## src/rtl/core/mipd_pkg.sv

```systemverilog
// Shared types, constants and channel arithmetic for the mip chain downsampler.
`timescale 1ns / 1ps
`default_nettype none
package mipd_pkg;

	localparam int MAXL  = 10;            // log2 of the largest level-0 width
	localparam int NLVL  = MAXL + 1;      // levels including level 0
	localparam int NGEN  = MAXL;          // levels that can be generated
	localparam int CH    = 4;             // channels per pixel
	localparam int PSW   = 9 * CH;        // pair sum word
	localparam int FDEPTH = 4;            // result queue entries

	localparam logic [1:0] REG_WIDTH_LOG2  = 2'd0;
	localparam logic [1:0] REG_HEIGHT_LOG2 = 2'd1;
	localparam logic [1:0] REG_MIP_LEVELS  = 2'd2;

	typedef struct packed {
		logic [8:0]  x;
		logic [8:0]  y;
		logic [31:0] pix;
	} res_t;

	typedef struct packed {
		logic             vld;
		logic             alive;
		logic [31:0]      pix;
		logic [3:0]       nres;
		res_t [NGEN-1:0]  res;
	} item_t;

	typedef struct packed {
		logic [3:0]      nres;
		res_t [NGEN-1:0] res;
	} fifo_ent_t;

	typedef struct packed {
		logic       gen;
		logic [3:0] wsh;
		logic [3:0] hsh;
	} lvl_cfg_t;

	typedef struct packed {
		logic             re;
		logic [8:0]       raddr;
		logic             we;
		logic [8:0]       waddr;
		logic [PSW-1:0]   wdata;
	} ram_req_t;

	function automatic logic [PSW-1:0] pair_sum(input logic [31:0] a, input logic [31:0] b);
		logic [PSW-1:0] r;
		r = '0;
		for (int c = 0; c < CH; c++) begin
			r[9*c +: 9] = 9'(a[8*c +: 8]) + 9'(b[8*c +: 8]);
		end
		return r;
	endfunction

	function automatic logic [31:0] average(input logic [PSW-1:0] t, input logic [PSW-1:0] b);
		logic [31:0] r;
		logic [9:0]  s;
		r = '0;
		for (int c = 0; c < CH; c++) begin
			s = 10'(t[9*c +: 9]) + 10'(b[9*c +: 9]);
			r[8*c +: 8] = s[9:2];
		end
		return r;
	endfunction

endpackage
`default_nettype wire

```

## src/rtl/core/mipd_cell.sv

```systemverilog
// One mip level: position counters, left pixel, pair sum and 2x2 average.
`timescale 1ns / 1ps
`default_nettype none
module mipd_cell (
	input  wire logic                      clk,
	input  wire logic                      arst_n,
	input  wire logic                      en,
	input  wire logic                      clr,
	input  wire logic [3:0]                lvl,
	input  wire mipd_pkg::lvl_cfg_t        cfg,
	input  wire mipd_pkg::item_t           din,
	output mipd_pkg::item_t                dout,
	output mipd_pkg::ram_req_t             ram,
	input  wire logic [mipd_pkg::PSW-1:0]  ram_rdata
);

	logic [mipd_pkg::MAXL-1:0] col_q, row_q;
	logic [31:0]               held_q;
	logic [mipd_pkg::MAXL:0]   col_lim, row_lim;
	logic                      col_last, row_last, step, act;

	mipd_pkg::item_t           item_s1, nxt, dout_q;
	logic                      emit_s1, wr_s1;
	logic [mipd_pkg::PSW-1:0]  ps_s1;
	logic [8:0]                x_s1, y_s1;
	logic [31:0]               avg;

	assign col_lim  = ((mipd_pkg::MAXL+1)'(1) << cfg.wsh) - (mipd_pkg::MAXL+1)'(1);
	assign row_lim  = ((mipd_pkg::MAXL+1)'(1) << cfg.hsh) - (mipd_pkg::MAXL+1)'(1);
	assign col_last = {1'b0, col_q} == col_lim;
	assign row_last = {1'b0, row_q} == row_lim;
	assign step     = en & din.vld & din.alive;
	assign act      = din.vld & din.alive & cfg.gen & col_q[0];

	always_ff @(posedge clk or negedge arst_n) begin
		if (!arst_n) begin
			col_q <= '0;
			row_q <= '0;
		end else if (clr) begin
			col_q <= '0;
			row_q <= '0;
		end else if (step) begin
			if (col_last) begin
				col_q <= '0;
				row_q <= row_last ? '0 : row_q + 1'b1;
			end else begin
				col_q <= col_q + 1'b1;
			end
		end
	end

	// left pixel of the pair
	always_ff @(posedge clk) begin
		if (step && cfg.gen && !col_q[0]) begin
			held_q <= din.pix;
		end
	end

	always_ff @(posedge clk or negedge arst_n) begin
		if (!arst_n) begin
			item_s1 <= '0;
			emit_s1 <= 1'b0;
			wr_s1   <= 1'b0;
		end else if (en) begin
			item_s1 <= din;
			emit_s1 <= act & row_q[0];
			wr_s1   <= act & ~row_q[0];
		end
	end

	always_ff @(posedge clk) begin
		if (en) begin
			ps_s1 <= mipd_pkg::pair_sum(held_q, din.pix);
			x_s1  <= col_q[mipd_pkg::MAXL-1 -: 9];
			y_s1  <= row_q[mipd_pkg::MAXL-1 -: 9];
		end
	end

	// even rows park the pair sum, odd rows fetch it
	assign ram.re    = en & act & row_q[0];
	assign ram.raddr = col_q[mipd_pkg::MAXL-1 -: 9];
	assign ram.we    = en & wr_s1;
	assign ram.waddr = x_s1;
	assign ram.wdata = ps_s1;

	assign avg = mipd_pkg::average(ram_rdata, ps_s1);

	always_comb begin
		nxt       = item_s1;
		nxt.alive = item_s1.vld & emit_s1;
		if (emit_s1) begin
			nxt.pix            = avg;
			nxt.nres           = lvl + 4'd1;
			nxt.res[lvl].x     = x_s1;
			nxt.res[lvl].y     = y_s1;
			nxt.res[lvl].pix   = avg;
		end
	end

	always_ff @(posedge clk or negedge arst_n) begin
		if (!arst_n) begin
			dout_q <= '0;
		end else if (en) begin
			dout_q <= nxt;
		end
	end

	assign dout = dout_q;

endmodule
`default_nettype wire

```

## config.mk

```make
export PLATFORM = sky130hd
export DESIGN_NAME = mipd_cell
export DESIGN_NICKNAME = d
export VERILOG_FILES = /design/src/rtl/core/mipd_pkg.sv /design/src/rtl/core/mipd_cell.sv
export SDC_FILE = /design/constraint.sdc
export NUM_CORES = 2
export LEC_CHECK = 0
export BUFFER_PORTS_ARGS = -buffer_cell sky130_fd_sc_hd__buf_4
export CAP_MARGIN = 10
export CORE_AREA = 8 8 456 458
export CTS_CLUSTER_SIZE = 12
export DETAILED_ROUTE_END_ITERATION = 10
export DIE_AREA = 0 0 464 466
export PLACE_DENSITY = 0.48
export SLEW_MARGIN = 20
export SYNTH_ARGS = -nofsm -noshare
export SYNTH_HDL_FRONTEND = slang
export SYNTH_SLANG_ARGS = --single-unit
```

## constraint.sdc

```tcl
create_clock -name clk -period 4.9 [get_ports clk]
set_clock_uncertainty 0.05 [all_clocks]
set_input_delay 1.225 -clock clk [delete_from_list [all_inputs] [get_ports clk]]
set_output_delay 1.225 -clock clk [all_outputs]
set_load 0.01 [all_outputs]
```

-- Word-level counts from Yosys, hierarchy flattened
Index checks and enable logic that the tools add are counted.
W data, S select, Z words.
- register bits: 1183
- word-level logic and storage cells: 130
- output and inout port bits: 594
- bits in read-only memories: 0
- memory bits (writable): 0
- bits of input ports: 591
- bits in latches: 0
- memories kept: 0
- divide/modulo/power cells: 0
- bitwise operators: 12
- add/subtract/negate cells: 13
- multipliers: 0
- shifts and indexed selects: 2
- reduce and logical (&&, ||, !) cells: 7
- eq/ne operators: 2
- order comparisons: 2
- muxes and demuxes: 17
- operators by type and width (cell ; count):
    $bwmux W500 ; 3
    $demux W50 S4 ; 3
    $mux W536 ; 1
    $mux W10 ; 7
    $mux W50 ; 1
    $mux W41 ; 1
    $add A9 B9 Y10 ; 4
    $add A8 B8 Y9 ; 4
    $mux W32 ; 1
    $eq A10 B11 Y1 ; 2
    $shl A1 B4 Y11 const A ; 2
    $sub A11 B2 Y11 const B ; 2
    $add A10 B1 Y10 const B ; 2
    $and A1 B1 Y1 ; 11
    $lt A4 B5 Y1 const B ; 1
    $add A4 B1 Y4 const B ; 1
    $ge A4 B1 Y1 const B ; 1
    $reduce_bool A2 Y1 ; 2
    $logic_and A1 B1 Y1 ; 3
    $reduce_and A2 Y1 ; 1
    $logic_not A1 Y1 ; 1
    $not A1 Y1 ; 1

-- Depth between registers and ports, before layout
- depth in word-level cells: 8
- gate-level depth with buffers: 13

-- Worst setup path before layout
Ideal clock, no wire load.
- kind: input to register
- start: input cfg[4] in the netlist's numbering
- end: register row_q[7] in the netlist's numbering
- stages: 12
- path slack: 1.015 ns
- arrival: 3.705 ns
- path through: buf_2 or4_4 ha_1 xnor2_1 a31oi_1 o211ai_1 or4_1 buf_2 o21ba_1 buf_6 a21oi_1 o22ai_1
- word-level cells in the longest chain between the ends: 5
- RTL lines (element ; RTL line ; RTL):
    start, declared ; mipd_cell.sv:10 ; input wire mipd_pkg::lvl_cfg_t cfg,
    $shl A1 B4 Y11 ; mipd_cell.sv:28 ; assign col_lim = ((mipd_pkg::MAXL+1)'(1) << cfg.wsh) - (mipd_pkg::MAXL+1)'(1);
    $sub A11 B2 Y11 ; mipd_cell.sv:28 ;
    $eq A10 B11 Y1 ; mipd_cell.sv:30 ; assign col_last = {1'b0, col_q} == col_lim;
    $reduce_bool A2 Y1 (no source line) ; n/a ;
    $reduce_and A2 Y1 (no source line) ; n/a ;
    end signal, assigned ; mipd_cell.sv:45 ; row_q <= row_last ? '0 : row_q + 1'b1;
    end, declared ; mipd_cell.sv:17 ; logic [mipd_pkg::MAXL-1:0] col_q, row_q;
Every way passes these cells.
A chain may end at the register's enable or synchronous reset.

==> flow_summary.toml <==
[clock_network]
clock-sinks = 1183
cts_tree = "yes"
cts_buffers = 148
clkTransAtPathRegs_ns = 0.05
root_buffer = "clkbuf_16"
clockBufferDepth = 3
postCtsSetupRepairBufs = 0
clk_latency_ns = 0.81
hold_buffers = 0
h-tree-depth = 4
cts_resized = 0

[floorplanning]
die_area_um2 = 216000
die_width_um = 464
core_area_um2 = 201000
num_rows = 165
ioPinCount = 1185
start_util = 0.252
dieHeight_um = 466

[yosys]
yosys_most_used_dff = "dfrtp_1"
synthTopCellsByCount = "dfrtp_1, nand2_1, nor2_1, mux2_2, clkbuf_1"
synth_nets = 5298
synth.avg_cell_area_um2 = 10.9
ys_top_cells_by_area = "dfrtp_1, mux2_2, edfxtp_1, nand2_1, nor2_1"
netlist_area_um2 = 50600
synth-seq-cells = 1183
synth_top_cell_by_area = "dfrtp_1"
synth_top_area_frac = 0.542
yosys_warnings = 0
synth_cell_types = 62
synth_edf_count = 86
ys_seq_area_frac = 0.593
postSynthCellCount = 4631
synth.most_common_cell = "dfrtp_1"
synth-async-reset-ratio = 0.927

[routing]
wirelength_mm = 249
post_drt_wl_per_cell_um = 29.1
drtIter0Drc = 3474
dr.pass1.iters = 6
viasPerCell = 4.75
ant_nets = 0
drc = 0
vias = 40651

[global_routing]
grt_first_pass_wirelength_mm = 339
grt.overflow.total = 0
grt_pass1_vias = 40877
globalRouteTotalUtil = 0.221
antenna_found_initial = 79
grt_max_degree = 222

[critical_path]
critPathBufInv = 2
slowest_stage = "and3_1"
end_kind = "output port"
cp_max_fo = 62
crit_required_ns = 3.62
crit_arrival_ns = 2.59
crit_type = "in2out"
critPathTopFamily = "simple AND/OR/NAND/NOR gates"
crit_path_max_incr_delay_ns = 0.35
crit_path_cell_trace = "buf_16, and3_1, nand3_1, nor2_1, buf_4"
cp-start-kind = "primary input"

[power]
leakage_nw = 30.3
power_density_nw_per_um2 = 408
max-vdd-ir-drop_uv = 333

[sta]
setup_viol_count_final = 0
fmax_mhz = 259
final.min_clock_period_ns = 3.86
fin_crit_sh = 0.788
tns_ns = 0
rsz0062_at_grt = "false"
hold-worst-slack_ns = 0.321
slew_viol_final = 0
tightest_slew_ns = 1.10
hold_violations = 0
slew_headroom = 0.258

[finish]
drive_gt1_frac = 0.373
layout.nets = 6397
area_delta_synth_final_pct = 34.6
fillers = 20547

[outcome]
status = "completed"

[flow_run]
maxCapViolCount = 0

[placed_design]
gp_congestion = 0.850
hpwl_mm = 181
port_buffers = 1184

[worst_hold_path]
worstHoldPathType = "in2async"
## path summary, 6_finish.rpt
kind	end	startpoint	cells after the start	slack, ns
setup reg to reg	dout[222]$_DFFE_PN0P_	ps_s1[19]$_DFFE_PP_	8	1.41
setup / recovery	ram[55]	en	5	1.04
hold reg to reg	dout[522]$_DFFE_PN0P_	dout[522]$_DFFE_PN0P_	1	0.43
max in group asynchronous	dout[116]$_DFFE_PN0P_	arst_n	3	3.11
min in group clk	dout[522]$_DFFE_PN0P_	dout[522]$_DFFE_PN0P_	1	0.43
hold / removal	item_s1[139]$_DFFE_PN0P_	arst_n	1	0.32
## logic make-up (layout without fill, tap and decap cells)
group,Yosys count,count (layout),share of synthesized area
buffers and inverters,430,1646,0.0329
flip-flops,1183,1183,0.593
multiplexers,601,601,0.133
adder cells (fa/ha/maj),76,76,0.0194
other,0,35,0
AO/OA/AOI/OAI,864,864,0.0994
XOR/XNOR,63,63,0.0110
AND/OR/NAND/NOR,1414,1414,0.111
## through the flow
step	area, um2	instances	utilization	worst slack (ns)	total power (W)
floorplan	50600	4631	-	1.02	0.0135
global placement	63200	8252	0.314	0.603	0.0169
detailed placement	63200	8252	0.314	0.588	0.0169
CTS	68100	8519	0.339	1.06	0.0283
global route	68100	8547	0.339	0.942	0.0290
finish	68100	8554	0.339	1.04	0.0278
## area by class of cell
| cell class | count | area, um2 | share of cell area |
|---|---|---|---|
| Clock inverter | 45 | 493 | 0.00723 |
| Tap cell | 2672 | 3340 | 0.0491 |
| Antenna cell | 35 | 87.6 | 0.00129 |
| Multi-Input combinational cell | 3018 | 19300 | 0.284 |
| Timing Repair Buffer | 1314 | 10200 | 0.150 |
| Clock buffer | 222 | 4410 | 0.0647 |
| Sequential cell | 1183 | 30000 | 0.441 |
| Inverter | 65 | 244 | 0.00358 |
## per-layer routing
metal  GRT usage  part of all wire
met2       0.361              0.47
met3      0.0800             0.092
met1       0.267              0.40
met5           0           0.00036
met4      0.0841             0.037
## report_power, final
group	internal, W	leakage (nW)	switching, W
clock network	0.00660	2.41	0.00457
logic	0.00214	14.4	0.00292
registers	0.0109	13.5	0.000675
## worst reg2reg max path: cells and delay by family (launching register included)
kind	cells	cell delay [ns]
xor gates and xnor gates	1	0.17
AOI/OAI and AO/OA	4	1.90
adders and majority gates	1	0.32
DFF	1	0.46
and+or+nand+nor	1	0.16
buffers and inverters	1	0.34
## cells in the final DEF (no fill, tap or decap), drive strengths merged, types with 3 or more instances in the layout
cell type and n:
dfrtp 1097, a21o 10, nor3 9, nor2 617
fa 4, or3 7, diode 35, ha 72
inv 72, clkinvlp 4, a21oi 328, o22ai 50
nand2b 15, and2 10, buf 1314, a211oi 6
and3 7, edfxtp 86, o21bai 5, bufinv 7
nand4 5, mux2i 13, a21boi 5, nand3 28
xor2 27, clkinv 27, o21a 28, nor3b 3
o21ai 93, xnor2 36, nand3b 4, o211ai 33
a31oi 288, nor2b 14, clkbuf 222, nand2 679
mux2 588
## registers in the layout, indices dropped and copies added, names as in the netlist
name,flops
wr_s1,1
emit_s1,1
col_q,10
ps_s1,36
item_s1,537
x_s1,9
row_q,10
dout,538
held_q,32
y_s1,9
Power figures use the tool's default switching activity.
