--- config.mk ---
export PLATFORM = sky130hd
export DESIGN_NAME = mipd_ram
export DESIGN_NICKNAME = d
export VERILOG_FILES = /design/src/rtl/core/mipd_pkg.sv /design/src/rtl/core/mipd_ram.sv
export SDC_FILE = /design/constraint.sdc
export NUM_CORES = 1
export LEC_CHECK = 0
export ABC_AREA = 0
export BUFFER_PORTS_ARGS = -buffer_cell sky130_fd_sc_hd__buf_2
export CELL_PAD_IN_SITES_DETAIL_PLACEMENT = 1
export CELL_PAD_IN_SITES_GLOBAL_PLACEMENT = 1
export CORE_UTILIZATION = 30
export CTS_CLUSTER_DIAMETER = 40
export DETAILED_ROUTE_END_ITERATION = 8
export GPL_TIMING_DRIVEN = 0
export PLACE_DENSITY_LB_ADDON = 0.1
export SLEW_MARGIN = 5
export SYNTH_ARGS = -nofsm -noshare
export SYNTH_HDL_FRONTEND = slang
export SYNTH_SLANG_ARGS = --single-unit
--- constraint.sdc ---
create_clock -name clk -period 6.3 [get_ports clk]
set_input_delay 1.26 -clock clk [delete_from_list [all_inputs] [get_ports clk]]
set_output_delay 1.26 -clock clk [all_outputs]
set_load 0.02 [all_outputs]
--- src/rtl/core/mipd_pkg.sv ---
// Shared types, constants and channel arithmetic for the mip chain downsampler.
`timescale 1ns / 1ps
`default_nettype none
package mipd_pkg;

	localparam int MAXL  = 10;            // log2 of the largest level-0 width
	localparam int NLVL  = MAXL + 1;      // levels including level 0
	localparam int NGEN  = MAXL;          // levels that can be generated
	localparam int CH    = 4;             // channels per pixel
	localparam int PSW   = 9 * CH;        // pair sum word
	localparam int FDEPTH = 4;            // result queue entries

	localparam logic [1:0] REG_WIDTH_LOG2  = 2'd0;
	localparam logic [1:0] REG_HEIGHT_LOG2 = 2'd1;
	localparam logic [1:0] REG_MIP_LEVELS  = 2'd2;

	typedef struct packed {
		logic [8:0]  x;
		logic [8:0]  y;
		logic [31:0] pix;
	} res_t;

	typedef struct packed {
		logic             vld;
		logic             alive;
		logic [31:0]      pix;
		logic [3:0]       nres;
		res_t [NGEN-1:0]  res;
	} item_t;

	typedef struct packed {
		logic [3:0]      nres;
		res_t [NGEN-1:0] res;
	} fifo_ent_t;

	typedef struct packed {
		logic       gen;
		logic [3:0] wsh;
		logic [3:0] hsh;
	} lvl_cfg_t;

	typedef struct packed {
		logic             re;
		logic [8:0]       raddr;
		logic             we;
		logic [8:0]       waddr;
		logic [PSW-1:0]   wdata;
	} ram_req_t;

	function automatic logic [PSW-1:0] pair_sum(input logic [31:0] a, input logic [31:0] b);
		logic [PSW-1:0] r;
		r = '0;
		for (int c = 0; c < CH; c++) begin
			r[9*c +: 9] = 9'(a[8*c +: 8]) + 9'(b[8*c +: 8]);
		end
		return r;
	endfunction

	function automatic logic [31:0] average(input logic [PSW-1:0] t, input logic [PSW-1:0] b);
		logic [31:0] r;
		logic [9:0]  s;
		r = '0;
		for (int c = 0; c < CH; c++) begin
			s = 10'(t[9*c +: 9]) + 10'(b[9*c +: 9]);
			r[8*c +: 8] = s[9:2];
		end
		return r;
	endfunction

endpackage
`default_nettype wire

--- src/rtl/core/mipd_ram.sv ---
// Simple dual-port line store with registered read.
`timescale 1ns / 1ps
`default_nettype none
module mipd_ram #(
	parameter int AW = 1
) (
	input  wire logic                      clk,
	input  wire logic                      re,
	input  wire logic [AW-1:0]             raddr,
	output logic [mipd_pkg::PSW-1:0]       rdata,
	input  wire logic                      we,
	input  wire logic [AW-1:0]             waddr,
	input  wire logic [mipd_pkg::PSW-1:0]  wdata
);

	logic [mipd_pkg::PSW-1:0] mem [2**AW];

	always_ff @(posedge clk) begin
		if (we) begin
			mem[waddr] <= wdata;
		end
		if (re) begin
			rdata <= mem[raddr];
		end
	end

endmodule
`default_nettype wire

### After elaboration in Yosys (flattened, before gate mapping)

Memories as Yosys holds them, arrays and structs flattened. A register that Yosys moved wholly into a read port is not among the register bits.
Cells that the tools add are included.
Widths: inputs -> output; s select.

* memory bits (writable): 72
* bits of input ports: 41
* register bits after elaboration: 0
* memories: 1

Memories
* mem: depth 2, width 36, rd ports 1, clocked after Yosys merged registers in 1, write ports 1, line mipd_ram.sv:16 `logic [mipd_pkg::PSW-1:0] mem [2**AW];`

* mux-type cells: 2

Operator list (number)
* $mux 1: 2

### Longest topological paths before layout

Gate-level depths: netlist of run 1.

* depth after elaboration: 2
* depth in mapped cells: 3

### Worst setup path before layout of run 1

No wires, ideal clock.

* path kind: in2reg
* start point: in waddr
* end point: mem mem[0][0] (netlist bit), enable pin
* setup slack: 2.977 ns
* arrival time: 2.889 ns
* cell stages on the path: 1
* required time: 5.866 ns
* buffers on the path: 0
* cell sequence: nor2b_1

RTL lines
* from (decl): line mipd_ram.sv:12 `input wire logic [AW-1:0] waddr,`
* to (decl): line mipd_ram.sv:16

Straight into the memory's write port.

### Worst setup path after layout of run 1

* start point: reg rdata[14] (netlist bit), read port of mem
* end point: out rdata[14] (netlist bit)

RTL lines
* from (decl): line mipd_ram.sv:10 `output logic [mipd_pkg::PSW-1:0] rdata,`

No word-level cell between the ends.

==> results of run 1 <==
[kinds of logic after synthesis]
family / count (synthesis)
flip-flops: 108
buffers and inverters: 4
multiplexers: 36
AND/OR/NAND/NOR: 2
[worst max path at each step]
stage,startpoint,end,slack [ns]
5_1_grt,rdata[22],rdata[22],4.10
6_report,rdata[14],rdata[14],4.14
4_1_cts,rdata[22],rdata[22],4.11
3_5_place_dp,waddr,mem[0][29],3.77
2_1_floorplan,waddr,mem[0][0],2.98
3_3_place_gp,we,mem[0][28],1.50
[metal layers]
| metal | vias to the layer above | track usage [%] |
|---|---|---|
| li1 | 776 | - |
| met1 | 847 | 12.2 |
| met2 | 48 | 16.8 |
| met3 | 8 | 5.22 |
| met4 | 0 | 4.42 |
| met5 | - | 0 |
[metrics by stage]
step | hold WS, ns | power (mW)
2_1_floorplan | 0.523 | 0.946
3_3_place_gp | 0.525 | 0.992
3_5_place_dp | 0.534 | 1.00
4_1_cts | 0.550 | 1.59
5_1_grt | 0.557 | 1.62
6_report | 0.545 | 1.56
[Yosys cell counts]
| cell | n | area share, % |
|---|---|---|
| edfxtp_1 | 108 | 84 |
| mux2_4 | 30 | 12 |
| mux2_2 | 6 | 1.8 |
| buf_12 | 3 | 1.6 |
| and2_1 | 1 | 0.16 |
| buf_6 | 1 | 0.29 |
| nor2b_1 | 1 | 0.16 |
[registers in the layout (all words and copies together) (netlist names)]
name,count
mem,72
rdata,36
[layout make-up]
| type | count | share of cell area (%) |
|---|---|---|
| repair buffers | 77 | 8.97 |
| clock inverters | 7 | 1.69 |
| flip-flops and latches | 108 | 67.6 |
| clock buffers | 9 | 4.69 |
| plain buffers | 4 | 1.49 |
| well taps | 168 | 4.38 |
| multi-input cells | 38 | 11.2 |
[report_power, final]
group | total, mW | internal [mW] | switching, mW
sequential | 0.861 | 0.849 | 0.0117
combinational | 0.119 | 0.0565 | 0.0621
clock | 0.582 | 0.343 | 0.239
total | 1.56 | 1.25 | 0.313
==> impl_results.md, run 1 <==
- Final Cell Area: 4800 um^2
- Final core utilization: 39.2%
- ANT cells: 0
- Worst-path clk slew: 0.07 ns
- Largest net degree at the start of global routing: 37
- Total track usage: 10.6%
- Placed Cells: 395
- Fin Setup TNS: 0 ns
- Met3 WL: 397 um
- Crit-path cells: buf_2
- CTS H-tree lvls: 3
- Layout cells sized above 1: 54.3%
- Register bit total from synthesis: 108
- Clk Latency, worst-skew pair: 0.34 ns
- Reg-to-reg slack, setup: 5.41 ns
- Area of the multi-input gates: 539 um^2
- Die H: 115 um
- Vias: 1679
- Critical Path RT: 5.04 ns
- Critical path data arrival time: 0.90 ns
- Endpoint class of the critical path: output pin
- Area delta synth->final: 24.9%
- Period Utilization, post-route: 34.3%
- Avg WL per Cell: 15.9 um
- Vias in the first global route: 1793
- Final wirelength: 6520 um
- Clock root cell: clkbuf_16
- Setup CP Type: reg -> out
- Crit Path Max Fanout: 1
- Max-slew violations: 0
- Actual slew at the worst max-slew pin: 0.968 ns
- Post-synthesis mux area share: 13.5%
- Crit. path cell count: 1
- Yosys warns: 0
- Core area: 12300 um^2
- Crit path launch type: flip-flop
- DP Worst Slack: 3.77 ns
- RSZ-0062 raised after global routing: false
- Placer Congestion: 0.614
- Io pins: 77
- GRT overflow: 0
- RR Endpoint: rdata[21]
- Post-Synthesis Net Count: 191
- Number of fill cells in the layout: 1196
- Via-per-instance ratio: 4.09
- Status: finished clean
- Worst hold path depth: 1
- Total clock sinks: 108
- Post-Synth Adder-Cell Area: 0%
- Initial antenna violation count: 0
- Reg2Reg Launch Point: mem[0][21]
- Top routing layer in use: met4
- Post-CTS Hold Buffers: 0
- First-pass GRT wire length: 9740 um
- Synth Area in XOR/XNOR: 0%
- Setup ws final: 4.14 ns
- HPWL after DPL: 4030 um
- Mapped Avg Cell Area: 25.6 um^2
- DR WL met2: 3230 um
- Most common cell after layout, fill and taps aside: edfxtp_1
- Worst vdd ir: 230 uV
- DRC violations left: 0
- Setup Buffers After CTS: 0
- Starting density of the core: 31.4%
- Largest family of logic cells by synthesized area: multiplexers
- Synth Area in Compound Gates: 0%
- FMAX: 0.463 GHz
- Cells on worst reg2reg path: 1
- Hold Fails Final Rpt: 0
- Layout Cells excl Fill: 411
- CTS Buf Count: 9
- Synth Area in Simple Gates: 0.325%
- Leakage: 1.81 nW
- Clock buffer depth: 2
- CP bufs+invs: 1
- Slowest cell on crit path: edfxtp_1
- TritonCTS clock tree: done
- Post-Route M1 WL: 2800 um
- Die X: 115 um
- # port buffers: 75
- CP top delay family: flip-flops
- Worst Skew: 0.00487 ns
- Max-cap viol count: 0
- Worst Hold End: rdata[29]
- Min cycle time layout: 2.16 ns
- # resized after CTS: 0
- DP Area: 4490 um^2
- Worst min path class: reg -> reg
- Antenna-violating nets left: 0
- Worst path max stage delay: 0.38 ns
- Post-synthesis sequential area ratio: 84.3%
- Cells after synthesis: 150
- Synthesized area: 3840 um^2
- Rows: 40
- Worst hold start: mem[0][29]
- Power Density: 325 nW/um^2
- Die Area: 13300 um^2
- Router iterations before antenna repair: 4
- Final setup viols: 0
- Slew HR: 35.4%
- Yosys cell types: 7
- Most frequent cells in the layout: edfxtp_1 (108), buf_2 (75), mux2_4 (30), clkbuf_16 (9), mux2_2 (6)
- DR iter-0 viols: 94
- Nets: 279
- FF+latch area: 3240 um^2
(Power assumes the default switching activity.)
==> run 2, diff against run 1 <==
==> constraint.sdc (replaced) <==
create_clock -name clk -period 1.9 [get_ports clk]
set_input_delay 0.38 -clock clk [delete_from_list [all_inputs] [get_ports clk]]
set_output_delay 0.38 -clock clk [all_outputs]
set_load 0.02 [all_outputs]
==> impl_results.md, run 2 (synthesis gave the netlist of run 1 again) <==
- Status: finished clean (unchanged)
- Most frequent cells in the layout: edfxtp_1 (108), buf_2 (75), mux2_4 (30), clkbuf_16 (9), mux2_2 (6) (unchanged)
- DP Area: 4490 um^2 (unchanged)
- Period Utilization, post-route: 67.9%
- Worst Skew: 0.00545 ns (was 0.00487 ns)
- CP bufs+invs: 1 (unchanged)
- Starting density of the core: 31.4% (unchanged)
- Crit path launch type: flip-flop (unchanged)
- Crit-path cells: buf_2 (unchanged)
- Placer Congestion: 0.582 (was 0.614)
- Hold Fails Final Rpt: 0 (unchanged)
- Crit. path cell count: 1 (unchanged)
- Vias: 1681 (was 1679)
- Worst min path class: in -> reg (was reg -> reg)
- CP Launch Point: rdata[6] (was rdata[14])
- Max-cap viol count: 0 (unchanged)
- Worst path max stage delay: 0.39 ns (was 0.38 ns)
- Placed Cells: 395 (unchanged)
- Io pins: 77 (unchanged)
- Endpoint class of the critical path: output pin (unchanged)
- Power Density: 1100 nW/um^2 (was 325 nW/um^2)
- TritonCTS clock tree: done (unchanged)
- Max FFs per register: 72 (unchanged)
- Number of fill cells in the layout: 1200 (was 1196)
- Final wirelength: 6440 um (was 6520 um)
- Critical path data arrival time: 0.91 ns (was 0.90 ns)
- # resized after CTS: 0 (unchanged)
- Core area: 12300 um^2 (unchanged)
- Layout cells sized above 1: 54.3% (unchanged)
- Max-slew violations: 0 (unchanged)
- Most common cell after layout, fill and taps aside: edfxtp_1 (unchanged)
- GRT overflow: 0 (unchanged)
- HPWL after DPL: 3970 um (was 4030 um)
- Setup ws final: 0.610 ns (was 4.14 ns)
- DR iter-0 viols: 49 (was 94)
- DRC violations left: 0 (unchanged)
- Clock buffer depth: 2 (unchanged)
- Die H: 115 um (unchanged)
- FF+latch area: 3240 um^2 (unchanged)
- ANT cells: 0 (unchanged)
- Via-per-instance ratio: 4.09 (about the same)
- Die Area: 13300 um^2 (unchanged)
- WHS: 0.223 ns (was 0.545 ns)
- Area delta synth->final: 25.5% (was 24.9%)
- Nets: 279 (unchanged)
- Antenna-violating nets left: 0 (unchanged)
- Top reg by flops: mem (unchanged)
- Layout Cells excl Fill: 411 (unchanged)
- Slowest cell on crit path: edfxtp_1 (unchanged)
- Crit Path Max Fanout: 1 (unchanged)
- Worst-path clk slew: 0.07 ns (about the same)
- Rows: 40 (unchanged)
- Reg2Reg Launch Point: mem[0][12] (was mem[0][21])
- RR Endpoint: rdata[12] (was rdata[21])
- DP Worst Slack: 0.246 ns (was 3.77 ns)
- Post-CTS Hold Buffers: 0 (unchanged)
- Slew HR: 37.1% (was 35.4%)
- Largest net degree at the start of global routing: 37 (unchanged)
- Vias in the first global route: 1795 (was 1793)
- First-pass GRT wire length: 9750 um (was 9740 um)
- Final Cell Area: 4830 um^2 (was 4800 um^2)
- Leakage: 1.82 nW (was 1.81 nW)
- Die X: 115 um (unchanged)
- Largest regs: mem (72), rdata (36) (unchanged)
- Setup CP Type: reg -> out (unchanged)
- CP top delay family: flip-flops (unchanged)
- CTS H-tree lvls: 3 (unchanged)
- Total clock sinks: 108 (unchanged)
- Critical Path RT: 1.52 ns (was 5.04 ns)
- Worst vdd ir: 515 uV (was 230 uV)
- CTS Buf Count: 9 (unchanged)
- Clock root cell: clkbuf_16 (unchanged)
- Router iterations before antenna repair: 4 (unchanged)
- RSZ-0062 raised after global routing: false (unchanged)
- Cells on worst reg2reg path: 1 (unchanged)
- Avg WL per Cell: 15.7 um (was 15.9 um)
- Total track usage: 10.6% (about the same)
- Area of the multi-input gates: 539 um^2 (unchanged)
- Setup Buffers After CTS: 0 (unchanged)
- Fin Setup TNS: 0 ns (unchanged)
- Initial antenna violation count: 0 (unchanged)
- FMAX: 0.775 GHz
- Min cycle time layout: 1.29 ns
- CP endpoint: rdata[6] (was rdata[14])
- Clk Latency, worst-skew pair: 0.34 ns (about the same)
- Reg-to-reg slack, setup: 1.00 ns (was 5.41 ns)
- Final setup viols: 0 (unchanged)
- Actual slew at the worst max-slew pin: 0.943 ns (was 0.968 ns)
- # port buffers: 75 (unchanged)
[run 2: cell types whose count changed in the layout (fill, tap and decap cells not counted)]
| cell | change |
|---|---|
| bufinv_16 | +1 |
| clkbuf_1 | +1 |
| clkinv_1 | -1 |
| clkinv_2 | -1 |
[run 2: area by class of cell]
cell class / count / area share (%)
flip-flops and latches: 108 / 67.2
multi-input cells: 38 / 11.2
repair buffers: 77 / 8.92
clock buffers: 10 / 4.74
well taps: 168 / 4.36
clock inverters: 6 / 2.13
plain buffers: 4 / 1.48
[run 2: how the worst min path moves through the flow]
stage | from | to | slack [ns] | depth (start not counted)
2_1_floorplan | wdata[0] | mem[0][0] | 0.48 | 0
3_3_place_gp | mem[1][15] | rdata[15] | 0.53 | 1
3_5_place_dp | mem[0][20] | rdata[20] | 0.54 | 1
4_1_cts | wdata[19] | mem[1][19] | 0.20 | 1
5_1_grt | wdata[20] | mem[1][20] | 0.20 | 1
6_report | wdata[31] | mem[1][31] | 0.22 | 1
[run 2: power breakdown]
group / switching, mW / internal, mW
logic: 0.205 / 0.187
registers: 0.0376 / 2.81
clock network: 0.793 / 1.28
[run 2: per-stage QoR]
stage	util, %	total power [mW]
after floorplan	-	3.14
after global placement	36.2	3.29
after detailed placement	36.7	3.31
after CTS	39.4	5.41
after global routing	39.4	5.52
final	39.4	5.32
[run 2: metal layers]
metal / vias up / share of wire [%] / track usage (%)
met5: - / 0 / 0
li1: 775 / - / -
met3: 11 / 5.7 / 3.85
met1: 845 / 43 / 12.6
met4: 0 / 2.3 / 6.23
met2: 50 / 49 / 16.6
